$ cat src/hw/rtl/zis_pkg.sv
// Shared types and constants for the zone irrigation sequencer.
// No dependencies; imported by the sequencer top level, its checker and the testbench.
`default_nettype none

package zis_pkg;

   // Elapsed-time counter width and its saturation value
   localparam int unsigned TICK_W     = 24;
   localparam logic [23:0] TICKS_MAX  = 24'hFF_FFFF;
   // Ticks per second, and the fixed extra run time of every job
   localparam int unsigned SEC_TICKS   = 1000;
   localparam int unsigned START_TICKS = 200;
   // Gap length in ticks: up to 255 s * 1000
   localparam int unsigned GAP_W = 18;

   // Register file: byte address width, word index and register codes
   localparam int unsigned CSR_ADDR_W = 3;
   localparam int unsigned CSR_DATA_W = 32;
   localparam logic        REG_DELAY_SECONDS = 1'b0;

   typedef enum logic [1:0] {
      CMD_TICK    = 2'd0,
      CMD_ENQUEUE = 2'd1,
      CMD_CLEAR   = 2'd2,
      CMD_START   = 2'd3
   } cmd_type;

   typedef enum logic [1:0] {
      PHASE_IDLE  = 2'd0,
      PHASE_WATER = 2'd1,
      PHASE_GAP   = 2'd2
   } phase_type;

   typedef struct packed {
      cmd_type     cmd;
      logic [3:0]  zone_id;
      logic [7:0]  job_minutes;
      logic [5:0]  job_seconds;
      logic        use_nutrient;
      logic        run_kind;
   } req_type;

   typedef struct packed {
      logic        main_pump;
      logic        water_pump;
      logic        nutrient_pump;
      logic [3:0]  zone_valves;
      phase_type   phase;
      logic [3:0]  current_zone;
      logic        run_busy;
      logic        run_done;
      logic        finished_kind;
      logic        enqueue_dropped;
   } rsp_type;

   // One queued job as held in the job RAM
   typedef struct packed {
      logic        use_nutrient;
      logic [5:0]  job_seconds;
      logic [7:0]  job_minutes;
      logic [3:0]  zone_id;
   } job_type;

endpackage

`default_nettype wire

$ cat src/hw/rtl/zis_ram.sv
// Generic single-clock RAM: one write port, one read port, registered read.
// No dependencies.
`default_nettype none

module zis_ram #(
   parameter int WIDTH = 19,
   parameter int DEPTH = 16
) (
   input  wire logic                     clock,
   input  wire logic                     wr_en,
   input  wire logic [$clog2(DEPTH)-1:0] wr_addr,
   input  wire logic [WIDTH-1:0]         wr_data,
   input  wire logic [$clog2(DEPTH)-1:0] rd_addr,
   output logic      [WIDTH-1:0]         rd_data
);

   logic [WIDTH-1:0] mem_ff [DEPTH];
   logic [WIDTH-1:0] rd_data_ff;

   always_ff @(posedge clock) begin
      if (wr_en) begin
         mem_ff[wr_addr] <= wr_data;
      end
      rd_data_ff <= mem_ff[rd_addr];
   end

   assign rd_data = rd_data_ff;

endmodule

`default_nettype wire

$ cat src/hw/rtl/zone_irrigation_sequencer.sv
// Zone irrigation sequencer top level: job queue, run control, pump outputs.
// Depends on zis_pkg and zis_ram.
//
// Usage
//  - req channel: one command word per handshake (tick of 1 ms, enqueue
//    job, clear queue, start run). Accepted when req_valid is high and
//    req_stall low.
//  - rsp channel: exactly one result word per accepted command, in order,
//    giving pump, valve and run status after that command.
//  - APB port: delay_seconds at byte address 0; pready is always high.
//    Write only while the block is idle.
//  - Result word: registered in the output register, or in the skid
//    register while the receiver stalls. Throughput: one command per cycle,
//    sustained while req_stall is low; the only loop is the job RAM read,
//    which is prefetched at the next head pointer so a dequeue never waits.
//  - Receiver stall: an output register plus a one-word skid register;
//    req_stall rises only once the skid register is occupied.
//  - Reset (synchronous): run stopped, queue empty, outputs empty. The job
//    RAM is not cleared; only queued entries are ever read, so no clearing
//    pass is needed and the block takes commands straight after reset.
`default_nettype none

module zone_irrigation_sequencer #(
   parameter int QUEUE_DEPTH             = 16,
   parameter int TICKS_PER_MINUTE_FACTOR = 60
) (
   input  wire logic                                clock,
   input  wire logic                                reset,
   // command channel
   input  wire logic                                req_valid,
   output logic                                     req_stall,
   input  wire zis_pkg::req_type                    req_data,
   // result channel
   output logic                                     rsp_valid,
   input  wire logic                                rsp_stall,
   output zis_pkg::rsp_type                         rsp_data,
   // register port
   input  wire logic                                psel,
   input  wire logic                                penable,
   input  wire logic                                pwrite,
   input  wire logic [zis_pkg::CSR_ADDR_W-1:0]      paddr,
   input  wire logic [zis_pkg::CSR_DATA_W-1:0]      pwdata,
   output logic      [zis_pkg::CSR_DATA_W-1:0]      prdata,
   output logic                                     pready
);

   import zis_pkg::*;

   localparam int PTR_W = $clog2(QUEUE_DEPTH);
   localparam int CNT_W = $clog2(QUEUE_DEPTH + 1);
   localparam int JOB_W = $bits(job_type);
   localparam int unsigned MIN_TICKS = SEC_TICKS * TICKS_PER_MINUTE_FACTOR;

   // ---------------------------------------------------------------
   // Registers
   // ---------------------------------------------------------------
   logic [7:0]        delay_ff;
   logic [GAP_W-1:0]  gap_ticks_ff, gap_ticks_in;

   logic              run_active_ff, run_active_in;
   logic              kind_ff, kind_in;
   logic              watering_ff, watering_in;
   logic              in_gap_ff, in_gap_in;
   job_type           job_ff, job_in;
   logic [TICK_W-1:0] ticks_ff, ticks_in;
   logic [TICK_W-1:0] limit_ff, limit_in;       // job run time in ticks
   logic [PTR_W-1:0]  head_ff, head_in;
   logic [PTR_W-1:0]  tail_ff, tail_in;
   logic [CNT_W-1:0]  count_ff, count_in;

   // RAM write forwarding to the prefetched head entry
   logic              fwd_valid_ff, fwd_valid_in;
   job_type           fwd_data_ff;

   // output register and skid register
   logic              out_valid_ff, out_valid_in;
   rsp_type           out_ff, out_in;
   logic              skid_valid_ff, skid_valid_in;
   rsp_type           skid_ff, skid_in;

   // ---------------------------------------------------------------
   // Handshakes
   // ---------------------------------------------------------------
   logic accept;
   logic take;
   logic cfg_write;

   assign req_stall = skid_valid_ff;
   assign accept    = req_valid && !skid_valid_ff;
   assign take      = out_valid_ff && !rsp_stall;
   assign rsp_valid = out_valid_ff;
   assign rsp_data  = out_ff;

   // ---------------------------------------------------------------
   // Register port
   // ---------------------------------------------------------------
   assign pready    = 1'b1;
   assign cfg_write = psel && penable && pwrite && pready
                      && (paddr[2] == REG_DELAY_SECONDS);
   assign prdata    = (paddr[2] == REG_DELAY_SECONDS)
                      ? {{(CSR_DATA_W-8){1'b0}}, delay_ff} : '0;
   // Gap length kept pre-scaled to ticks
   assign gap_ticks_in = GAP_W'(pwdata[7:0]) * GAP_W'(SEC_TICKS);

   always_ff @(posedge clock) begin
      if (reset) begin
         delay_ff     <= '0;
         gap_ticks_ff <= '0;
      end else if (cfg_write) begin
         delay_ff     <= pwdata[7:0];
         gap_ticks_ff <= gap_ticks_in;
      end
   end

   // ---------------------------------------------------------------
   // Job RAM: written at the tail, read continuously at the next head so
   // the head job is ready in the cycle a tick dequeues it.
   // ---------------------------------------------------------------
   logic     ram_wr_en;
   job_type  ram_wr_data;
   logic [JOB_W-1:0] ram_rd_data;
   job_type  head_job;

   assign ram_wr_data = '{use_nutrient: req_data.use_nutrient,
                          job_seconds:  req_data.job_seconds,
                          job_minutes:  req_data.job_minutes,
                          zone_id:      req_data.zone_id};

   zis_ram #(
      .WIDTH (JOB_W),
      .DEPTH (QUEUE_DEPTH)
   ) u_job_ram (
      .clock   (clock),
      .wr_en   (ram_wr_en),
      .wr_addr (tail_ff),
      .wr_data (ram_wr_data),
      .rd_addr (head_in),
      .rd_data (ram_rd_data)
   );

   // an enqueue landing on the entry being prefetched bypasses the RAM
   assign fwd_valid_in = ram_wr_en && (tail_ff == head_in);
   assign head_job     = fwd_valid_ff ? fwd_data_ff : job_type'(ram_rd_data);

   // ---------------------------------------------------------------
   // Command processing
   // ---------------------------------------------------------------
   logic             run_done;
   logic             finished_kind;
   logic             dropped;
   logic [PTR_W-1:0] head_inc;
   logic [PTR_W-1:0] tail_inc;
   logic             fifo_full;
   logic             fifo_empty;
   logic [TICK_W-1:0] head_limit;

   assign head_inc   = (head_ff == PTR_W'(QUEUE_DEPTH - 1)) ? '0 : head_ff + 1'b1;
   assign tail_inc   = (tail_ff == PTR_W'(QUEUE_DEPTH - 1)) ? '0 : tail_ff + 1'b1;
   assign fifo_full  = (count_ff == CNT_W'(QUEUE_DEPTH));
   assign fifo_empty = (count_ff == '0);

   // minutes * ticks-per-minute + 200 + seconds * 1000
   assign head_limit = TICK_W'(head_job.job_minutes) * TICK_W'(MIN_TICKS)
                     + TICK_W'(START_TICKS)
                     + TICK_W'(head_job.job_seconds) * TICK_W'(SEC_TICKS);

   always_comb begin
      run_active_in = run_active_ff;
      kind_in       = kind_ff;
      watering_in   = watering_ff;
      in_gap_in     = in_gap_ff;
      job_in        = job_ff;
      ticks_in      = ticks_ff;
      limit_in      = limit_ff;
      head_in       = head_ff;
      tail_in       = tail_ff;
      count_in      = count_ff;
      ram_wr_en     = 1'b0;
      run_done      = 1'b0;
      finished_kind = 1'b0;
      dropped       = 1'b0;

      if (accept) begin
         unique case (req_data.cmd)
            CMD_TICK: begin
               if (run_active_ff) begin
                  if (!watering_ff) begin
                     if (fifo_empty) begin
                        // queue ran dry between jobs: end of run
                        run_active_in = 1'b0;
                        run_done      = 1'b1;
                        finished_kind = kind_ff;
                     end else begin
                        job_in      = head_job;
                        limit_in    = head_limit;
                        head_in     = head_inc;
                        count_in    = count_ff - 1'b1;
                        watering_in = 1'b1;
                        ticks_in    = '0;
                     end
                  end else begin
                     if (ticks_ff != TICKS_MAX) begin
                        ticks_in = ticks_ff + 1'b1;
                     end
                     // ticks+1 > limit, written on the old count
                     if (!in_gap_ff && (ticks_ff >= limit_ff)) begin
                        if (!fifo_empty) begin
                           in_gap_in = 1'b1;
                           ticks_in  = '0;
                        end else begin
                           watering_in = 1'b0;
                        end
                     end
                     if (in_gap_ff && (ticks_ff >= TICK_W'(gap_ticks_ff))) begin
                        in_gap_in   = 1'b0;
                        watering_in = 1'b0;
                     end
                  end
               end
            end
            CMD_ENQUEUE: begin
               if (fifo_full) begin
                  dropped = 1'b1;
               end else begin
                  ram_wr_en = 1'b1;
                  tail_in   = tail_inc;
                  count_in  = count_ff + 1'b1;
               end
            end
            CMD_CLEAR: begin
               head_in  = '0;
               tail_in  = '0;
               count_in = '0;
            end
            CMD_START: begin
               if (!run_active_ff) begin
                  run_active_in = 1'b1;
                  kind_in       = req_data.run_kind;
               end
            end
            default: begin
            end
         endcase
      end
   end

   // result word built from the updated state
   rsp_type result;
   logic    pumps_on;

   always_comb begin
      pumps_on = watering_in && !in_gap_in;
      result.main_pump     = pumps_on;
      result.water_pump    = pumps_on && !job_in.use_nutrient;
      result.nutrient_pump = pumps_on && job_in.use_nutrient;
      // valves only for zones 1 to 4
      if (pumps_on && (job_in.zone_id != 4'd0) && (job_in.zone_id <= 4'd4)) begin
         result.zone_valves = 4'b0001 << job_in.zone_id[1:0] - 2'd1;
      end else begin
         result.zone_valves = 4'b0000;
      end
      if (in_gap_in) begin
         result.phase = PHASE_GAP;
      end else if (watering_in) begin
         result.phase = PHASE_WATER;
      end else begin
         result.phase = PHASE_IDLE;
      end
      result.current_zone    = job_in.zone_id;
      result.run_busy        = run_active_in;
      result.run_done        = run_done;
      result.finished_kind   = finished_kind;
      result.enqueue_dropped = dropped;
   end

   // ---------------------------------------------------------------
   // Output register and skid
   // ---------------------------------------------------------------
   always_comb begin
      out_valid_in  = out_valid_ff;
      out_in        = out_ff;
      skid_valid_in = skid_valid_ff;
      skid_in       = skid_ff;
      if (!out_valid_ff || take) begin
         if (skid_valid_ff) begin
            out_valid_in  = 1'b1;
            out_in        = skid_ff;
            skid_valid_in = 1'b0;
         end else begin
            out_valid_in = accept;
            out_in       = result;
         end
      end else if (accept) begin
         skid_valid_in = 1'b1;
         skid_in       = result;
      end
   end

   // ---------------------------------------------------------------
   // State update
   // ---------------------------------------------------------------
   always_ff @(posedge clock) begin
      if (reset) begin
         run_active_ff <= 1'b0;
         kind_ff       <= 1'b0;
         watering_ff   <= 1'b0;
         in_gap_ff     <= 1'b0;
         job_ff        <= '0;
         ticks_ff      <= '0;
         limit_ff      <= '0;
         head_ff       <= '0;
         tail_ff       <= '0;
         count_ff      <= '0;
         fwd_valid_ff  <= 1'b0;
         out_valid_ff  <= 1'b0;
         skid_valid_ff <= 1'b0;
      end else begin
         run_active_ff <= run_active_in;
         kind_ff       <= kind_in;
         watering_ff   <= watering_in;
         in_gap_ff     <= in_gap_in;
         job_ff        <= job_in;
         ticks_ff      <= ticks_in;
         limit_ff      <= limit_in;
         head_ff       <= head_in;
         tail_ff       <= tail_in;
         count_ff      <= count_in;
         fwd_valid_ff  <= fwd_valid_in;
         out_valid_ff  <= out_valid_in;
         skid_valid_ff <= skid_valid_in;
      end
   end

   always_ff @(posedge clock) begin
      fwd_data_ff <= ram_wr_data;
      out_ff      <= out_in;
      skid_ff     <= skid_in;
   end

endmodule

`default_nettype wire

$ cat config.mk
export PLATFORM = sky130hd
export DESIGN_NAME = zone_irrigation_sequencer
export DESIGN_NICKNAME = d
export VERILOG_FILES = /design/src/hw/rtl/zis_pkg.sv /design/src/hw/rtl/zis_ram.sv /design/src/hw/rtl/zone_irrigation_sequencer.sv
export SDC_FILE = /design/constraint.sdc
export NUM_CORES = 1
export LEC_CHECK = 0
export BUFFER_PORTS_ARGS = -buffer_cell sky130_fd_sc_hd__buf_2
export CAP_MARGIN = 20
export CORE_ASPECT_RATIO = 0.9
export CORE_UTILIZATION = 50
export CTS_CLUSTER_DIAMETER = 120
export DETAILED_ROUTE_END_ITERATION = 16
export PLACE_DENSITY = 0.71
export REMOVE_ABC_BUFFERS = 1
export SYNTH_ARGS = -nofsm -noshare
export SYNTH_HDL_FRONTEND = slang
export SYNTH_HIERARCHICAL = 1
export SYNTH_SLANG_ARGS = --single-unit
$ cat constraint.sdc
create_clock -name clock -period 14 [get_ports clock]
set_input_delay 1.4 -clock clock [delete_from_list [all_inputs] [get_ports clock]]
set_output_delay 1.4 -clock clock [all_outputs]
set_load 0.01 [all_outputs]
# --- Yosys cells after proc, flatten, opt, wreduce, memory -nomap -nowiden ---
# Memories as Yosys holds them, arrays and structs flattened. A register that Yosys moved wholly into a read port is not among the register bits.
# Cells that the tools add are included.
totals:
  regBits: 163
  wordCells: 175
  n_memories: 1
  in_bits: 64
  ram_bits: 304
memory_table:
  columns: ["memory", "depth", "word_bits", "rd", "rd_clocked_by_memory_dff", "wr", "line", "rtl"]
  rows:
  - ["u_job_ram.mem_ff", 16, 19, 1, 1, 1, "zis_ram.sv:17", "logic [WIDTH-1:0] mem_ff [DEPTH];"]
op_classes:
  shift: 1
  order_cmp: 3
  n_bitwise: 5
  muxes: 67
  n_reduce_logical: 32
  addsub: 8
  eq_ne: 13
  n_mul: 3
ops:
  columns: ["op", "n"]
  rows:
  - ["$mux 24", 5]
  - ["$mux 19", 6]
  - ["$mux 1", 37]
  - ["$mux 4", 8]
  - ["$add 24x1->24 const B", 1]
  - ["$add 24x16->24", 1]
  - ["$add 24x8->24 const B", 1]
  - ["$ge 24x18->1", 1]
  - ["$ge 24x24->1", 1]
  - ["$ne 24x24->1 const B", 1]
  - ["$mux 5", 4]
  - ["$mul 8x11->19 const B", 1]
  - ["$mux 17", 1]
  - ["$pmux 4 s2", 2]
  - ["$mul 8x7->15 const B", 1]
  - ["$pmux 5 s3", 1]
  - ["$logic_and 1x1->1", 13]
  - ["$mul 6x7->13 const B", 1]
  - ["$ne 2x2->1 const B", 5]
  - ["$add 4x1->4 const B", 2]
  - ["$eq 4x4->1 const B", 2]
  - ["$mux 8", 1]
  - ["$logic_not 1->1", 6]
  - ["$reduce_and 3->1", 2]
  - ["other kinds (23)", 28]

# --- Logic depth before layout (Yosys ltp) ---
# Gate-level depths: netlist of the first run.
logic_depth:
  word_depth: 14
  mapped_depth: 28
  depth_no_buf: 26

# --- By module ---
# Netlist of the first run, hierarchy kept.
by_module_without_submodules:
  columns: ["module", "area_per_inst_um2", "seq_area_each_um2", "n_inst", "cells_each"]
  rows:
  - ["zis_ram", 11846.4, 9509.1, 1, 507]
  - ["zone_irrigation_sequencer", 11791.3, 3163.0, 1, 1303]

# --- Worst setup path after synthesis of the first run ---
# Ideal clock, no wire load.
synth_path:
  kind: "reg-to-reg"
  from: "reg fwd_valid_ff"
  to: "reg limit_ff[20]"
  path_stages_with_launch: 26
  n_path_buf: 2
  path_slack_ns: 7.673
  t_required_ns: 13.914
  arrival_ns: 6.242
  cell_sequence: "dfxtp_1 -> clkbuf_1 -> clkbuf_1 -> mux2i_1 -> inv_1 -> fa_1 -> inv_1 -> fa_1 -> fa_1 -> inv_1 -> ha_1 -> nor2b_1 -> o21ai_0 -> a21boi_0 -> o21ai_0 -> nand2b_1 -> xor2_1 -> ha_1 -> ha_1 -> and2_1 -> o21ai_0 -> o31ai_1 -> o41ai_1 -> or3_1 -> a21oi_1 -> a211oi_1"
synth_via:
  elab_chain_len: 4
  elab_cells_between_ends: 5
  classes_between: "add/sub (2); mul (2); mux (1)"
synth_rtl:
  columns: ["element", "line", "rtl"]
  rows:
  - ["from (decl)", "zone_irrigation_sequencer.sv:72", "logic fwd_valid_ff, fwd_valid_in;"]
  - ["from (signal assigned)", "zone_irrigation_sequencer.sv:328", "fwd_valid_ff <= fwd_valid_in;"]
  - ["$mux 19 (*)", "zone_irrigation_sequencer.sv:143", "assign head_job = fwd_valid_ff ? fwd_data_ff : job_type'(ram_rd_data);"]
  - ["$mul 8x11->19", "zone_irrigation_sequencer.sv:163", "assign head_limit = TICK_W'(head_job.job_minutes) * TICK_W'(MIN_TICKS)"]
  - ["$add 24x8->24", "zone_irrigation_sequencer.sv:164", "+ TICK_W'(START_TICKS)"]
  - ["$add 24x16->24 (*)", "zone_irrigation_sequencer.sv:165", "+ TICK_W'(head_job.job_seconds) * TICK_W'(SEC_TICKS);"]
  - ["to (signal assigned)", "zone_irrigation_sequencer.sv:324", "limit_ff <= limit_in;"]
  - ["to (decl)", "zone_irrigation_sequencer.sv:66", "logic [TICK_W-1:0] limit_ff, limit_in;"]
# Every way passes the cells marked *; elsewhere a longest branch is shown, timed or not.
# A chain may end at the register's enable or synchronous reset.

# --- Worst setup path in the final report of the first run ---
# Ends and elaborated chain as after synthesis.

==> results of run 1 <==
==> registers in the layout (all words and copies together) (netlist names) <==
signal             cells
u_job_ram/mem_ff     304
ticks_ff              24
limit_ff              21
fwd_data_ff           19
u_job_ram/rd_data     19
rsp_data              16
skid_ff               16
gap_ticks_ff          13
delay_ff               8
count_ff               5
job_ff                 5
head_ff                4
tail_ff                4
fwd_valid_ff           1
in_gap_ff              1
kind_ff                1
req_stall              1
rsp_valid              1
run_active_ff          1
watering_ff            1
==> placed cells by master, fill, tap and decap left out, types with 7 or more instances in the layout <==
cell / instances
buf_2: 64
inv_1: 168
nor2_4: 9
and3_1: 9
nor3_1: 45
a21o_1: 28
clkinv_2: 9
o41ai_1: 7
nand2b_1: 8
mux4_2: 76
o21bai_1: 7
o21ai_0: 36
clkbuf_1: 15
xor2_1: 26
nand4_1: 15
nor2_1: 74
nand2_1: 117
fa_1: 58
ha_1: 180
conb_1: 25
mux2i_1: 20
nor2b_1: 19
a211oi_1: 11
or3_1: 8
o21a_1: 13
and2_1: 15
xnor2_1: 41
clkbuf_16: 48
buf_4: 22
a22oi_1: 38
nand3_1: 27
a31oi_1: 15
edfxtp_1: 336
dfxtp_1: 129
a21oi_1: 82
==> tightest hold or removal path, delay by kind of cell (launching register included) <==
| family | cells | cell delay, ns |
|---|---|---|
| flip-flops | 1 | 0.30 |
| AND/OR/NAND/NOR | 1 | 0.05 |
| AO/OA/AOI/OAI | 1 | 0.05 |
==> final timing paths <==
kind | slack, ns | start | cells after the start | to
setup / recovery | 6.71 | fwd_valid_ff | 24 | limit_ff[20]
hold / removal | 0.45 | delay_ff[2] | 2 | delay_ff[2]
setup reg to reg | 6.71 | fwd_valid_ff | 24 | limit_ff[20]
hold reg to reg | 0.45 | delay_ff[2] | 2 | delay_ff[2]
==> Yosys cell counts, types with 11 or more instances <==
cell	instances	share of area [%]
mux4_2	76	7.2
xor2_1	26	0.96
xnor2_1	41	1.5
a31oi_1	15	0.40
o21a_1	13	0.41
nor2_1	86	1.4
a211oi_1	11	0.35
a21oi_1	82	1.7
and2_1	15	0.40
nand2_1	117	1.9
nand3_1	27	0.57
ha_1	180	9.5
clkbuf_1	38	0.60
nand4_1	15	0.40
fa_1	58	4.9
nor2b_1	21	0.56
a21o_1	28	0.89
o21ai_0	36	0.76
edfxtp_1	336	43
dfxtp_1	129	11
inv_1	169	2.7
buf_4	26	0.83
mux2i_1	20	0.85
a22oi_1	38	1.2
nor3_1	49	1.0
==> area by class of cell <==
| cell class | instances | area share (%) |
|---|---|---|
| timing repair buffer | 86 | 1.856 |
| clock buffer | 69 | 5.124 |
| sequential | 465 | 48.45 |
| antenna | 2 | 0.01914 |
| inverter | 169 | 2.425 |
| clock inverter | 18 | 0.6985 |
| tap | 616 | 2.947 |
| multi-input combinational | 1115 | 38.48 |
==> routing by layer <==
layer,vias up,track usage (%),wire length [um]
li1,6742,-,-
met1,7131,27.11,21090
met2,308,34.87,24270
met3,70,3.331,2341
met4,0,5.686,941
met5,-,0,0
==> power groups by stage <==
stage	Combinational, W	Clock (W)	Sequential, W
finish	0.00110	0.00122	0.00150
global route	0.00126	0.00129	0.00150
CTS	0.00111	0.00125	0.00150
detailed placement	0.00110	0	0.00153
global placement	0.00107	0	0.00153
floorplan	0.000877	0	0.00153
==> metrics by stage <==
step	util [%]	area, sq um	hold slack, ns	std cells	setup WS, ns
after floorplan	-	23260	0.4257	1749	7.668
after global placement	52.79	24620	0.4385	2450	6.793
after detailed placement	52.80	24630	0.4449	2451	6.726
after CTS	56.07	26150	0.4525	2538	6.672
after global routing	56.07	26150	0.4725	2539	6.096
final	56.08	26150	0.4509	2540	6.710
==> cell families (layout without fill, tap and decap cells) <==
logic type	Yosys count	after routing
compound gates	284	284
xor+xnor	67	67
fa+ha+maj	238	238
buf+inv	253	342
flops	465	465
mux	102	102
other cells	2	27
simple gates	399	399
==> results_dict.tcl, run 1 <==
set metrics [dict create \
    place_hpwl_um 31010 \
    powerDensity_nw_per_um2 146.3 \
    skew_ns 0.03118 \
    viasPerCell 5.611 \
    wl_um 48640 \
    drt_iter0_markers 1000 \
    vdd_drop_max_v 0.0001195 \
    areaGrowthSynthToFinish_pct 10.64 \
    mappedNetlistArea_sq_um 23640 \
    layout_min_cycle_time_ns 7.290 \
    start_util_pct 50.68 \
    power_frac_seq_pct 39.2 \
    hold_viol 0 \
    yosysUniqueCellTypes 76 \
    num-fill-cells 3677 \
    drcViolationCount 0 \
    criticalPathCategory "reg -> reg" \
    path_cells "buf_4 > mux2i_1 > inv_1 > fa_1 > inv_1 > fa_1 > fa_1 > inv_1 > ha_1 > nor2b_1 > o21ai_0 > a21boi_0 > o21ai_0 > nand2b_1 > xor2_1 > ha_1 > ha_1 > and2_1 > o21ai_0 > o31ai_1 > o41ai_1 > or3_1 > a21oi_1 > a211oi_1" \
    cpPeakStageDelay_ns 0.76 \
    postCtsSetupRepairBufs 0 \
    die_h_um 208.3 \
    seq_area_sq_um 12670 \
    cts_sinks 465 \
    p_leak_nw 9.891 \
    tightest_slew_ns 1.075 \
    post_drt_wl_per_cell_um 19.15 \
    rsz0062_at_grt "no" \
    grt_overflow_total 0 \
    path_clk_slew_ns 0.06 \
    vias 14250 \
    setup_viol 0 \
    core_area_sq_um 46640 \
    cts_hold_buf 0 \
    drive_above_1_share_pct 14.62 \
    grt_max_degree 75 \
    path_buf_inv 4 \
    ys_ff_latch 465 \
    p_sw_w 0.001165 \
    seq_area_frac_synth_pct 53.61 \
    slew_violations 0 \
    p_int_w 0.002661 \
    synth_edf_count 336 \
    outcome "finished clean" \
    num_rows 75 \
    grt_pass1_wl_um 77360 \
    crit_slowest_cell "dfxtp_1" \
    synthCells 1810 \
    clock_latency_ns 0.59 \
    combPwrFrac_pct 28.9 \
    postCtsResizedCells 0 \
    arrival_ns 7.78 \
    cts_htree_levels 2 \
    cts_tree "yes" \
    hold_path.class "reg -> reg" \
    ys.flop_type "edfxtp_1" \
    clockBufferDepth 3 \
    cap_viol_max_count 0 \
    place.gp.congestion 0.8215 \
    cts_buffers 47 \
    syn_avg_cell_area_sq_um 13.06 \
    synth_compound_area_share_pct 7.993 \
    multiInputGateArea_sq_um 10060 \
    p_sw_share_pct 30.45 \
    drtAntennaViolNets 0 \
    synth-xor-area-share_pct 2.483 \
    synth_top_family_by_area "adder cells" \
    cts_root_buffer "clkbuf_16" \
    worstSetupStartpointType "register" \
    dr.pass1.iters 6 \
    fin_setup_tns_ns 0 \
    clock.fmax_mhz 137.2 \
    die_w_um 231.2 \
    cpLargestDelayFamily "adder cells" \
    end_kind "register" \
    grt_usage_pct 20.48 \
    slew-limit-headroom_pct 28.36 \
    synthArstFlopShare_pct 0 \
    period_share_pct 52.07 \
    critPathRequiredTime_ns 14.49 \
    crit_fanout 12 \
    p_total_w 0.003826 \
    synth_warnings 6 \
    synthMuxAreaShare_pct 8.374 \
    io_pins 116 \
    dieArea_sq_um 48150 \
    final_nets 2186 \
    port_buffers 64 \
    synth-simple-area-share_pct 8.427 \
    clkPwrFrac_pct 32.0 \
    antenna_found_initial 2 \
    synthAdderAreaFrac_pct 14.44 \
    grt_pass1_vias 14510 \
]
Note: power is estimated with default switching activity, not from simulation.
==> run 2, diff against run 1 <==
==> constraint.sdc (replaced) <==
create_clock -name clock -period 7.3 [get_ports clock]
set_input_delay 0.73 -clock clock [delete_from_list [all_inputs] [get_ports clock]]
set_output_delay 0.73 -clock clock [all_outputs]
set_load 0.01 [all_outputs]
==> run 2 against run 1 <==
Effect of this change: routed wire length decreased by 0.79%; worst hold slack got worse by 0.068 ns; clock skew decreased by 0.011 ns; clock power increased by 93%; power increased by 92%; register-to-register slack got worse by 5.9 ns; sequential share of layout area decreased by 0.17 points; sequential power increased by 91%; combinational power increased by 93%; cell area increased by 0.34%; maximum frequency increased by 13%; cell count increased by 0.35%.
==> results_dict.tcl, run 2 (synthesized netlist as in run 1, its figures left out) <==
set metrics [dict create \
    num-fill-cells 3713 \
    die_w_um 231.2 \
    cpPeakStageDelay_ns 0.53 \
    p_leak_nw 9.947 \
    slew_violations 0 \
    postCtsResizedCells 0 \
    cts_tree "yes" \
    largest_register_ffs 304 \
    cap_viol_max_count 0 \
    critical_path.startpoint "fwd_valid_ff" \
    hold_path.class "in -> reg" \
    top_regs "u_job_ram/mem_ff (304), ticks_ff (24), limit_ff (21)" \
    worstSetupStartpointType "register" \
    fin_setup_tns_ns 0 \
    antenna_found_initial 1 \
    cts_hold_buf 0 \
    vias 14380 \
    cts_htree_levels 2 \
    outcome "finished clean" \
    viasPerCell 5.643 \
    drt_iter0_markers 1043 \
    final_cell_mix "edfxtp_1, ha_1, inv_1, dfxtp_1, nand2_1" \
    die_h_um 208.3 \
    grt_pass1_wl_um 76960 \
    cts_sinks 465 \
    rsz0062_at_grt "no" \
    postCtsSetupRepairBufs 0 \
    grt_pass1_vias 14560 \
    hold_start "req_data[0]" \
    critPathRequiredTime_ns 7.77 \
    powerDensity_nw_per_um2 280.3 \
    io_pins 116 \
    whs_ns 0.3826 \
    final_nets 2194 \
    slew-limit-headroom_pct 36.60 \
    hold_viol 0 \
    place.gp.congestion 0.8220 \
    cts_buffers 47 \
    clock_latency_ns 0.60 \
    path_clk_slew_ns 0.06 \
    dr.pass1.iters 5 \
    tightest_slew_ns 0.9510 \
    drcViolationCount 0 \
    wl_um 48250 \
    rr_startpoint "fwd_valid_ff" \
    crit_slowest_cell "a41oi_1" \
    layout_min_cycle_time_ns 6.460 \
    grt_overflow_total 0 \
    period_share_pct 88.49 \
    crit_top_cell "ha_1" \
    drive_above_1_share_pct 15.02 \
    p_total_w 0.007357 \
    end_kind "register" \
    top_register "u_job_ram/mem_ff" \
    grt_usage_pct 20.48 \
    setup_viol 0 \
    num_rows 75 \
    core_area_sq_um 46640 \
    vdd_drop_max_v 0.0002418 \
    post_dp_cell_area_sq_um 24670 \
    post_drt_wl_per_cell_um 18.93 \
    grt_max_degree 86 \
    clock.fmax_mhz 154.8 \
    dieArea_sq_um 48150 \
    cts_root_buffer "clkbuf_16" \
    skew_ns 0.01994 \
    path_cells "buf_4 > mux2i_1 > inv_1 > ha_1 > ha_1 > inv_1 > fa_1 > inv_1 > fa_1 > ha_1 > or3_1 > o22ai_1 > xnor2_1 > ha_1 > ha_1 > nor2_1 > o211ai_1 > a31o_2 > a41oi_1 > a31o_2 > nor4_2 > xnor2_1 > a21oi_1" \
    clockBufferDepth 3 \
    port_buffers 64 \
    crit_fanout 18 \
    arrival_ns 6.92 \
    drtAntennaViolNets 0 \
    criticalPathCategory "reg -> reg" \
    start_util_pct 50.68 \
    place_hpwl_um 31060 \
    postLayoutCellArea_sq_um 26240 \
    layout_commonest_cell "edfxtp_1" \
    areaGrowthSynthToFinish_pct 11.03 \
]
-- run 2: changes by cell type in the layout (fill, tap and decap cells not counted), moves of 2 or more --
cell,before,now
nor2_4,9,5
buf_4,22,27
clkbuf_1,15,12
clkinv_1,3,6
nor2_2,3,7
clkbuf_8,6,4
bufinv_16,1,3
clkinv_2,9,11
-- run 2: final cells by class --
type	count	area (sq um)	share of cell area, %
flip-flops and latches	465	12670	48.29
multi-input cells	1115	10040	38.27
clock buffers	63	1276	4.863
diodes	2	5.005	0.01907
well taps	616	770.7	2.937
clock inverters	25	260.3	0.9917
inverters	169	634.4	2.417
repair buffers	94	581.8	2.217
-- run 2: power by group --
| group | switching [W] | leakage (nW) | total [W] | internal [W] |
|---|---|---|---|---|
| combinational | 0.00119 | 5.06 | 0.00212 | 0.000930 |
| clock | 0.00101 | 0.751 | 0.00236 | 0.00135 |
| sequential | 0.0000147 | 4.13 | 0.00287 | 0.00286 |
| total | 0.00222 | 9.95 | 0.00736 | 0.00514 |
-- run 2: critical path: cells and delay by family (launching register included) --
kind	cells	cell delay (ns)
DFF	1	0.34
buffers and inverters	4	0.73
xor gates and xnor gates	2	0.30
adders and majority gates	7	2.44
muxes	1	0.42
AOI/OAI and AO/OA	6	1.55
and+or+nand+nor	3	0.52
-- run 2: path summary, 6_finish.rpt --
check / endpoint / slack, ns / cells after the start
max: limit_ff[23] / 0.84 / 23
min: kind_ff / 0.38 / 3
max reg2reg: limit_ff[23] / 0.84 / 23
min reg2reg: gap_ticks_ff[12] / 0.45 / 2
-- run 2: stage by stage --
stage	utilization, %	worst slack, ns	cells
finish	56.27	0.8405	2549
global route	56.26	0.3938	2547
CTS	56.19	0.8121	2545
detailed placement	52.90	0.8933	2457
global placement	52.82	0.9643	2455
floorplan	-	1.256	1749
-- run 2: metal layers --
metal	track usage, %	share of wire, %	vias to the layer above
li1	-	-	6752
met1	27.60	44	7185
met2	33.98	48	368
met3	3.427	5.3	78
met4	6.280	2.4	0
met5	0	0	-
==> run 3, diff against run 2 <==
--- a/config.mk
+++ b/config.mk
@@ -15,5 +15,4 @@
 export REMOVE_ABC_BUFFERS = 1
 export SYNTH_ARGS = -nofsm -noshare
 export SYNTH_HDL_FRONTEND = slang
-export SYNTH_HIERARCHICAL = 1
 export SYNTH_SLANG_ARGS = --single-unit
==> run 3 against run 2 <==
Effect of this change: via count down 0.58%; global-route usage up 0.22 points; die area rose by 0.12%; worst hold slack worse by 0.014 ns; combinational power is essentially flat; cell area shrank 0.29%; critical path type unchanged.
==> results_dict.tcl, run 3 <==
set metrics [dict create \
    die_h_um 208.4 \
    top_register "u_job_ram.mem_ff" \
    io_pins 116 \
    path_buf_inv 3 \
    postCtsSetupRepairBufs 0 \
    die_w_um 231.3 \
    seq_area_frac_synth_pct 53.54 \
    synthAdderAreaFrac_pct 14.58 \
    p_leak_nw 10.11 \
    cts_buffers 46 \
    areaGrowthSynthToFinish_pct 10.57 \
    post_drt_wl_per_cell_um 19.23 \
    cpLargestDelayFamily "adder cells" \
    core_area_sq_um 46640 \
    layout_commonest_cell "edfxtp_1" \
    cts_htree_levels 2 \
    powerDensity_nw_per_um2 279.2 \
    criticalPathCategory "reg -> reg" \
    worstSetupStartpointType "register" \
    cpPeakStageDelay_ns 0.62 \
    synth_top_family_by_area "adder cells" \
    dr.pass1.iters 5 \
    postLayoutCellArea_sq_um 26170 \
    ys_ff_latch 465 \
    viasPerCell 5.586 \
    dp.cells 2474 \
    synthCells 1818 \
    synth.top_cell.area_share_pct 42.63 \
    yosysUniqueCellTypes 79 \
    period_share_pct 87.49 \
    synthMuxAreaShare_pct 8.327 \
    slew-limit-headroom_pct 26.10 \
    yosysMostFrequentCell "edfxtp_1" \
    grt_max_degree 61 \
    outcome "finished clean" \
    synth_top_area_cell "edfxtp_1" \
    crit_slowest_cell "fa_1" \
    synth_edf_count 336 \
    start_util_pct 50.74 \
    synthArstFlopShare_pct 0 \
    ys_top_cells_by_count "edfxtp_1, ha_1, inv_1, nand2_1, dfxtp_1" \
    top_regs "u_job_ram.mem_ff (304), ticks_ff (24), limit_ff (21)" \
    tightest_slew_ns 1.108 \
    ys.flop_type "edfxtp_1" \
    synth_compound_area_share_pct 8.158 \
    clockBufferDepth 3 \
    port_buffers 64 \
    grt_overflow_total 0 \
    place_hpwl_um 31890 \
    dieArea_sq_um 48210 \
    end_kind "register" \
    vdd_drop_max_v 0.0002123 \
    clock.fmax_mhz 156.6 \
    post_dp_cell_area_sq_um 24650 \
    drtAntennaViolNets 0 \
    cts_tree "yes" \
    drcViolationCount 0 \
    largest_register_ffs 304 \
    antenna_found_initial 2 \
    layout_min_cycle_time_ns 6.387 \
    fin_cells 2560 \
    cts_hold_buf 0 \
    cap_viol_max_count 0 \
    wl_um 49230 \
    path_cells "buf_4 > mux2_2 > fa_1 > inv_1 > fa_1 > fa_1 > inv_1 > ha_1 > nor2b_1 > o21ai_0 > a21boi_0 > o21ai_0 > nand2b_1 > a21o_1 > a21oi_1 > xnor2_1 > ha_1 > ha_1 > nor3_1 > a211o_1 > a2111oi_0 > xor2_1 > a21oi_1" \
    num_rows 75 \
    fin_setup_tns_ns 0 \
    grt_pass1_vias 14250 \
    clock_latency_ns 0.61 \
    path_clk_slew_ns 0.06 \
    drive_above_1_share_pct 13.79 \
    yosys-top-cells-area "edfxtp_1, dfxtp_1, ha_1" \
    final_cell_mix "edfxtp_1, ha_1, inv_1, nand2_1, dfxtp_1" \
    grt_pass1_wl_um 77250 \
    postCtsResizedCells 0 \
    slew_violations 0 \
    skew_ns 0.02469 \
    critPathRequiredTime_ns 7.77 \
    synth-simple-area-share_pct 8.221 \
    hold_path.class "in -> reg" \
    rsz0062_at_grt "no" \
    place.gp.congestion 0.8095 \
    mappedNetlistArea_sq_um 23670 \
    cts_root_buffer "clkbuf_16" \
    grt_usage_pct 20.71 \
    cts_sinks 465 \
    arrival_ns 6.85 \
    vias 14300 \
    crit_fanout 11 \
    drt_iter0_markers 1061 \
    final_nets 2211 \
    syn_avg_cell_area_sq_um 13.02 \
    setup_viol 0 \
    synth_warnings 0 \
    synth-xor-area-share_pct 2.443 \
    hold_viol 0 \
]
run 3: changes by cell type after synthesis, sizes merged, moves of 6 or more:
cell	delta
nand3	+7
nor3b	+6
inv	+7
nand2	+17
and3	+6
nor3	-28
and2	+11
run 3: cell families (layout without fill, tap and decap cells):
logic type,count (synthesis),count (layout)
adder cells (fa/ha/maj),241,241
buffers and inverters,255,357
flip-flops,465,465
AND/OR/NAND/NOR,403,403
AO/OA/AOI/OAI,285,285
other,2,26
multiplexers,101,101
XOR/XNOR,66,66
run 3: worst min-delay path, cell delays in order:
cell and delay [ns]:
buf_2 0.10, nand2_1 0.05, a21oi_1 0.05
run 3: final timing paths:
check / startpoint / endpoint / slack, ns / cells past startpoint
max reg2reg: fwd_valid_ff / limit_ff[20] / 0.91 / 23
max: fwd_valid_ff / limit_ff[20] / 0.91 / 23
min reg2reg: delay_ff[6] / delay_ff[6] / 0.45 / 2
min: req_data[0] / kind_ff / 0.37 / 3
run 3: power breakdown:
part           internal [W]  total [W]  switching (W)
registers           0.00286    0.00288      0.0000163
clock network       0.00131    0.00235        0.00104
logic              0.000903    0.00209        0.00118
total               0.00507    0.00731        0.00224
run 3: metal layers:
layer / vias up / part of all wire, % / global-route usage [%]
li1: 6802 / - / -
met1: 7122 / 44 / 27.61
met2: 293 / 49 / 34.43
met3: 78 / 4.6 / 3.125
met4: 4 / 2.5 / 7.308
met5: - / 0.037 / 0
run 3: cell type report:
cell class                      count  area [sq um]
Antenna cell                        1         2.502
Clock inverter                     30         309.0
Sequential cell                   465         12670
Fill cell                        3678         20470
Multi-Input combinational cell   1121          9991
Clock buffer                       55          1205
Timing Repair Buffer               95         553.0
Tap cell                          616         770.7
Inverter                          177         664.4
run 3: metrics by stage:
step | total power (W) | worst slack (ns) | hold WS [ns] | utilization, %
floorplan | 0.004588 | 1.151 | 0.4257 | -
global placement | 0.004945 | 1.040 | 0.4376 | 52.86
detailed placement | 0.004986 | 0.9243 | 0.4420 | 52.86
CTS | 0.007360 | 0.8685 | 0.3407 | 56.10
global route | 0.007725 | 0.4683 | 0.3618 | 56.10
finish | 0.007307 | 0.9132 | 0.3690 | 56.11
